**src/rtl/lrvd_pkg.sv**
```systemverilog
package lrvd_pkg;

	localparam int VALUE_W    = 15;
	localparam int BUF_W      = 24;
	localparam int CNT_W      = 5;
	localparam int CAT_W      = 4;
	localparam int LEN_W      = 4;
	localparam int AMP_W      = 14;
	localparam int PREFIX_MAX = 12;
	localparam int MAX_CATS   = 15;
	localparam int MAX_RES    = 4;
	localparam int RES_W      = 3;

	// The most negative 15-bit code never shows up as a decoded value.
	localparam logic [VALUE_W-1:0] ILLEGAL_VALUE = 15'h4000;

	typedef enum logic [1:0] {
		ST_IDLE,
		ST_RUN,
		ST_FLUSH
	} state_t;

	// What the shared decode unit reports about the head of the bit buffer.
	typedef struct packed {
		logic               hit;
		logic [CAT_W-1:0]   cat;
		logic [LEN_W-1:0]   len;
		logic               amp_ok;
		logic [VALUE_W-1:0] amp_value;
	} step_t;

	function automatic logic [LEN_W-1:0] code_len(input logic [CAT_W-1:0] n);
		logic [LEN_W-1:0] r;
		if (n == '0) begin
			r = 4'd2;
		end else if (n <= 4'd5) begin
			r = 4'd3;
		end else begin
			r = n - 4'd2;
		end
		return r;
	endfunction

	function automatic logic [PREFIX_MAX-1:0] code_bits(input logic [CAT_W-1:0] n);
		logic [PREFIX_MAX-1:0] r;
		if (n == '0) begin
			r = '0;
		end else if (n <= 4'd5) begin
			r = PREFIX_MAX'(n) + 12'd1;
		end else begin
			// Run of ones closed by a zero.
			r = (12'd1 << (n - 4'd2)) - 12'd2;
		end
		return r;
	endfunction

endpackage

```
**src/rtl/lrvd_in_if.sv**
```systemverilog
interface lrvd_in_if;
	logic       valid;
	logic       ready;
	logic [7:0] data_byte;
	logic       last_byte;

	modport source (output valid, output data_byte, output last_byte, input ready);
	modport sink (input valid, input data_byte, input last_byte, output ready);
endinterface

```
**src/rtl/lrvd_out_if.sv**
```systemverilog
interface lrvd_out_if;
	logic               valid;
	logic               ready;
	logic signed [14:0] value;
	logic               is_error;
	logic               last;

	modport source (output valid, output value, output is_error, output last, input ready);
	modport sink (input valid, input value, input is_error, input last, output ready);
endinterface

```
**src/rtl/lrvd_step.sv**
```systemverilog
module lrvd_step import lrvd_pkg::*; #(
	parameter int NUM_CATEGORIES = 15
) (
	input  logic [BUF_W-1:0] bits,
	input  logic [CNT_W-1:0] cnt,
	input  logic [CAT_W-1:0] pcat,
	output step_t            step
);

	logic [BUF_W-1:0]      aligned;
	logic [PREFIX_MAX-1:0] win;
	logic [AMP_W-1:0]      ai;
	logic [15:0]           ai_x;
	logic [VALUE_W-1:0]    mag;
	logic [CAT_W-1:0]      sign_idx;

	// Left-align the valid bits so the next field always starts at the top.
	assign aligned = bits << (CNT_W'(BUF_W) - cnt);
	assign win     = aligned[BUF_W-1 -: PREFIX_MAX];

	assign ai       = aligned[BUF_W-1 -: AMP_W] >> (LEN_W'(AMP_W) - pcat);
	assign ai_x     = {2'b00, ai};
	assign sign_idx = pcat - 4'd1;
	assign mag      = (15'd1 << pcat) - 15'd1;

	always_comb begin
		step.hit = 1'b0;
		step.cat = '0;
		// Scan downward so the lowest matching category wins.
		for (int n = MAX_CATS - 1; n >= 0; n--) begin
			if (n < NUM_CATEGORIES) begin
				if (cnt >= CNT_W'(code_len(CAT_W'(n))) &&
				    (win >> (LEN_W'(PREFIX_MAX) - code_len(CAT_W'(n)))) ==
				    code_bits(CAT_W'(n))) begin
					step.hit = 1'b1;
					step.cat = CAT_W'(n);
				end
			end
		end
		step.len = code_len(step.cat);
		step.amp_ok = cnt >= CNT_W'(pcat);
		if (ai_x[sign_idx]) begin
			step.amp_value = {1'b0, ai};
		end else begin
			step.amp_value = {1'b0, ai} - mag;
		end
	end

endmodule

```
**src/rtl/lec_residue_vlc_decoder_unit.sv**
```systemverilog
// Residue VLC decoder. Bytes enter most significant bit first; each residue is a
// prefix codeword for a category n followed by n amplitude bits, and comes out as a
// 15-bit two's complement value. A 12-bit prefix that matches no codeword gives one
// error result (value 0), after which bytes are dropped until the byte flagged
// last_byte, which also ends the stream and clears all decoder state. The result
// marked last is the final one caused by that byte; if it causes none, no result
// carries last. A byte is loaded, then each codeword prefix and each amplitude field is
// decoded in turn (at most four results per byte), then the unit finds that nothing
// more decodes and closes out; a new byte is taken only after that. The pace is set
// by the single shared decode unit, which handles one field of the bit buffer per
// cycle unless the result side holds off ready.
module lec_residue_vlc_decoder_unit import lrvd_pkg::*; #(
	parameter int NUM_CATEGORIES = 15
) (
	input  logic       clk,
	input  logic       arst_n,
	lrvd_in_if.sink    bytes,
	lrvd_out_if.source results
);

	state_t             state_q, state_d;
	logic [BUF_W-1:0]   buf_q;
	logic [CNT_W-1:0]   cnt_q;
	logic [CAT_W-1:0]   pcat_q;
	logic               await_q;
	logic               err_q;
	logic [RES_W-1:0]   k_q;
	logic               last_q;
	logic               pend_v_q;
	logic [VALUE_W-1:0] pend_val_q;
	logic               pend_err_q;
	logic               ov_q;
	logic [VALUE_W-1:0] o_val_q;
	logic               o_err_q;
	logic               o_last_q;

	step_t st;
	logic  accept, out_free, done, produce, advance, push, flush_go;

	lrvd_step #(.NUM_CATEGORIES(NUM_CATEGORIES)) u_step (
		.bits(buf_q),
		.cnt (cnt_q),
		.pcat(pcat_q),
		.step(st)
	);

	always_comb begin
		state_d = state_q;
		unique case (state_q)
			ST_IDLE: begin
				if (bytes.valid) begin
					state_d = ST_RUN;
				end
			end
			ST_RUN: begin
				if (done) begin
					state_d = ST_FLUSH;
				end
			end
			ST_FLUSH: begin
				if (flush_go) begin
					state_d = ST_IDLE;
				end
			end
			default: state_d = ST_IDLE;
		endcase
	end

	always_comb begin
		bytes.ready = (state_q == ST_IDLE);
		accept      = bytes.valid && bytes.ready;
		out_free    = !ov_q || results.ready;
		done = err_q || (k_q == RES_W'(MAX_RES)) ||
		       (await_q ? !st.amp_ok : (!st.hit && cnt_q < CNT_W'(PREFIX_MAX)));
		// Category zero, an amplitude and a bad prefix each yield a result.
		produce  = !done && (await_q || !st.hit || st.cat == '0);
		advance  = (state_q == ST_RUN) && !done && !(produce && pend_v_q && !out_free);
		flush_go = (state_q == ST_FLUSH) && (!pend_v_q || out_free);
		push     = (advance && produce && pend_v_q) || (flush_go && pend_v_q);
	end

	assign results.valid    = ov_q;
	assign results.value    = o_val_q;
	assign results.is_error = o_err_q;
	assign results.last     = o_last_q;

	always_ff @(posedge clk or negedge arst_n) begin
		if (!arst_n) begin
			state_q  <= ST_IDLE;
			cnt_q    <= '0;
			pcat_q   <= '0;
			await_q  <= 1'b0;
			err_q    <= 1'b0;
			k_q      <= '0;
			last_q   <= 1'b0;
			pend_v_q <= 1'b0;
			ov_q     <= 1'b0;
		end else begin
			state_q <= state_d;
			if (accept) begin
				if (!err_q) begin
					cnt_q <= cnt_q + 5'd8;
				end
				k_q    <= '0;
				last_q <= bytes.last_byte;
			end
			if (advance) begin
				if (await_q) begin
					cnt_q   <= cnt_q - CNT_W'(pcat_q);
					await_q <= 1'b0;
					pcat_q  <= '0;
				end else if (st.hit) begin
					cnt_q <= cnt_q - CNT_W'(st.len);
					if (st.cat != '0) begin
						pcat_q  <= st.cat;
						await_q <= 1'b1;
					end
				end else begin
					cnt_q <= '0;
					err_q <= 1'b1;
				end
				if (produce) begin
					k_q      <= k_q + 3'd1;
					pend_v_q <= 1'b1;
				end
			end
			if (flush_go) begin
				pend_v_q <= 1'b0;
				if (last_q) begin
					cnt_q   <= '0;
					pcat_q  <= '0;
					await_q <= 1'b0;
					err_q   <= 1'b0;
				end
			end
			if (push) begin
				ov_q <= 1'b1;
			end else if (results.ready) begin
				ov_q <= 1'b0;
			end
		end
	end

	always_ff @(posedge clk) begin
		if (accept && !err_q) begin
			buf_q <= {buf_q[BUF_W-9:0], bytes.data_byte};
		end
		if (advance && produce) begin
			pend_val_q <= await_q ? st.amp_value : '0;
			pend_err_q <= !await_q && !st.hit;
		end
		if (push) begin
			o_val_q  <= pend_val_q;
			o_err_q  <= pend_err_q;
			o_last_q <= flush_go && last_q;
		end
	end

endmodule

```
**src/flat_wrapper.sv**
```systemverilog
// flat-port wrapper written by rule: the top's interface ports become plain ports
module lec_residue_vlc_decoder_unit_flat import lrvd_pkg::*;
#(
	parameter int NUM_CATEGORIES = 15
)
  (clk, arst_n, bytes_valid, bytes_data_byte, bytes_last_byte, bytes_ready, results_valid, results_value, results_is_error, results_last, results_ready);
  lrvd_in_if bytes_i ();
  lrvd_out_if results_i ();
  input  logic clk;
  input  logic arst_n;
  input wire logic [$bits(bytes_i.valid)-1:0] bytes_valid;
  input wire logic [$bits(bytes_i.data_byte)-1:0] bytes_data_byte;
  input wire logic [$bits(bytes_i.last_byte)-1:0] bytes_last_byte;
  output wire logic [$bits(bytes_i.ready)-1:0] bytes_ready;
  output wire logic [$bits(results_i.valid)-1:0] results_valid;
  output wire logic [$bits(results_i.value)-1:0] results_value;
  output wire logic [$bits(results_i.is_error)-1:0] results_is_error;
  output wire logic [$bits(results_i.last)-1:0] results_last;
  input wire logic [$bits(results_i.ready)-1:0] results_ready;
  assign bytes_i.valid = bytes_valid;
  assign bytes_i.data_byte = bytes_data_byte;
  assign bytes_i.last_byte = bytes_last_byte;
  assign bytes_ready = bytes_i.ready;
  assign results_valid = results_i.valid;
  assign results_value = results_i.value;
  assign results_is_error = results_i.is_error;
  assign results_last = results_i.last;
  assign results_i.ready = results_ready;
  lec_residue_vlc_decoder_unit #(.NUM_CATEGORIES(NUM_CATEGORIES)) u_core (.clk(clk), .arst_n(arst_n), .bytes(bytes_i), .results(results_i));
endmodule
```
**config.mk**
```make
export PLATFORM = sky130hd
export DESIGN_NAME = lec_residue_vlc_decoder_unit_flat
export DESIGN_NICKNAME = d
export VERILOG_FILES = /design/src/rtl/lrvd_pkg.sv /design/src/rtl/lrvd_in_if.sv /design/src/rtl/lrvd_out_if.sv /design/src/rtl/lrvd_step.sv /design/src/rtl/lec_residue_vlc_decoder_unit.sv /design/src/flat_wrapper.sv
export SDC_FILE = /design/constraint.sdc
export NUM_CORES = 1
export LEC_CHECK = 0
export BUFFER_PORTS_ARGS = -buffer_cell sky130_fd_sc_hd__buf_2
export CORE_UTILIZATION = 57
export CTS_BUF_LIST = sky130_fd_sc_hd__clkbuf_16
export CTS_CLUSTER_SIZE = 20
export DETAILED_ROUTE_END_ITERATION = 16
export PLACE_DENSITY = 0.84
export SYNTH_ARGS = -nofsm -noshare
export SYNTH_HDL_FRONTEND = slang
export SYNTH_HIERARCHICAL = 1
export SYNTH_SLANG_ARGS = --single-unit
```
**constraint.sdc**
```tcl
create_clock -name clk -period 19.3 [get_ports clk]
set_input_delay 2.895 -clock clk [delete_from_list [all_inputs] [get_ports clk]]
set_output_delay 2.895 -clock clk [all_outputs]
set_load 0.02 [all_outputs]
```
==> metrics.cfg <==
[synth]
yosysWarnings = 6
async_flop_share_pct = 25.0
synth_nets = 820
yosysUniqueCellTypes = 97
syn_avg_cell_area_um2 = 9.80
ys.flop_type = edfxtp_1
postSynthCellCount = 752
synth_area_um2 = 7370
ys_ff_latch = 76
ys_seq_area_share_pct = 29.7
synth_edf_count = 57

[drt]
dr.pass1.iters = 12
drt-total-wl_um = 18700
wire_per_inst_um = 19.9
vias = 6255
drc = 2
ant_nets = 0
dr.first_iter.drc_count = 575
viasPerCell = 6.66

[run]
maxCapViolations = 0

[cts]
clock_sinks = 76
cts_resized = 0
hold_buffers = 0
h-tree-depth = 3
post_cts_buffers = 0
clk_latency_ps = 340
tritoncts = built
clk_pin_slew_ps = 60
clk_path_buf_depth = 2
ctsRootBufferMaster = clkbuf_16
numCtsBuffers = 9

[placed_design]
hpwl_um = 13800
place_ws_ps = 11790
io_buffers = 31
gp_congestion = 0.947
numPlacedInstances = 923

[worst_setup_path]
criticalPathCategory = reg -> reg
cp-start-kind = flop
end_kind = flop
critical_path.max_fanout = 40
worst_ep_required_time_ps = 19390
cp.arrival_ps = 7840

[sta]
clock_skew_ps = 9.00
hold_viol_final = 0
setup_viol = 0
rsz0062_at_grt = no
slew_headroom_pct = 33.3
worstMarginPinSlew_ps = 1000
fin_ws_ps = 11550
fmax_mhz = 129
min_period_ps = 7750
tns_ps = 0
whs_ps = 417
drv_slew = 0
fin_crit_sh_pct = 40.2

[status]
status = finished, violations left
violations = DRC

[floorplanning]
dieArea_um2 = 13400
io_pins = 32
start_util_pct = 58.4
core_area_um2 = 12600
fp.dieH_um = 116
placementRows = 41
fp.dieW_um = 116

[grt]
grt_pass1_vias = 5941
grt_first_pass_wirelength_um = 30000
grt-ovfl-total = 0
antenna_found_initial = 0
grt_util_all_layers_pct = 28.9
grt_max_degree = 41

[finish]
area_growth_pct = 5.77
n_antenna_cell = 0
nets = 830
fin_cells = 939
drive_gt1_share_pct = 16.6
final_common_cell = nand2_1
final_cell_mix = nand2_1, nor2_1, edfxtp_1, ha_1, inv_1

[min_path]
hold_class = reg -> reg

==> logic make-up after synthesis <==
logic type | after synthesis | synth area share [%]
xor+xnor | 24 | 3.11
simple gates | 267 | 19.1
compound gates | 184 | 19.0
flops | 76 | 29.7
mux | 63 | 13.2
fa+ha+maj | 55 | 9.64
buf+inv | 83 | 6.30
==> layout make-up <==
class	count	area (um2)
tap	172	215
multi-input combinational	593	4720
inverter	44	170
fill	1071	4820
clock inverter	7	67.6
timing repair buffer	38	208
sequential	76	2190
clock buffer	9	225
==> routing by layer <==
| layer | vias to the layer above | GRT usage (%) | wire, um |
|---|---|---|---|
| li1 | 2893 | - | - |
| met1 | 2966 | 38.2 | 7900 |
| met2 | 333 | 45.8 | 8660 |
| met3 | 63 | 5.70 | 1510 |
| met4 | 0 | 13.6 | 626 |
| met5 | - | 0 | 0 |
==> stage by stage <==
stage               cell area, um2  util [%]
finish                        7800      61.8
global route                  7800      61.8
CTS                           7800      61.8
detailed placement            7500      59.5
global placement              7500      59.5
floorplan                     7370         -
==> critical path: stages (launching register included) <==
cell       delay, ps
dfrtp_2         1010
inv_1            180
ha_1             910
mux4_1           480
a211o_1          310
a31oi_2          370
nand2_1          130
o211ai_1         100
o21ai_0          170
a2111oi_0        520
o21ai_0          220
ha_1             340
ha_1             310
a21o_1           190
a21oi_1          240
o21ai_0          110
a21oi_1          220
o21ai_0          130
a21oi_1          250
o21ai_0          170
o41ai_1          560
xnor2_1          150
mux2_4           280
and2_1           150
==> final timing paths <==
check / cells after the start / slack [ps] / from / end
max: 23 / 11550 / u_core/cnt_q[0] / u_core/pend_val_q[12]
min: 0 / 420 / u_core/pend_val_q[13] / u_core/results.value[13]
max reg2reg: 23 / 11550 / u_core/cnt_q[0] / u_core/pend_val_q[12]
min reg2reg: 0 / 420 / u_core/pend_val_q[13] / u_core/results.value[13]
max in group asynchronous: 1 / 16460 / arst_n / u_core/cnt_q[0]
min in group asynchronous: 1 / 2500 / arst_n / u_core/state_q[1]
==> Yosys cell counts, types with 20 or more instances <==
library cell  number  area (um2)
a21oi_1           28         140
nor3_1            28         140
edfxtp_1          57        1710
nand2_1           63         236
mux2i_1           24         240
ha_1              52         651
nand3_1           27         135
and2_1            20         125
o21ai_0           31         155
nor2_1            62         233
inv_1             39         146
==> registers in the layout (all words and copies together), names as in the netlist, 2 cells and up <==
register,cells
u_core/buf_q,24
u_core/cnt_q,5
u_core/k_q,3
u_core/pcat_q,4
u_core/pend_val_q,15
u_core/results.value,15
u_core/state_q,2
Power is left out: the tool's default activity adds up to more than one toggle a clock period on the data nets, which glitch-free logic cannot reach.
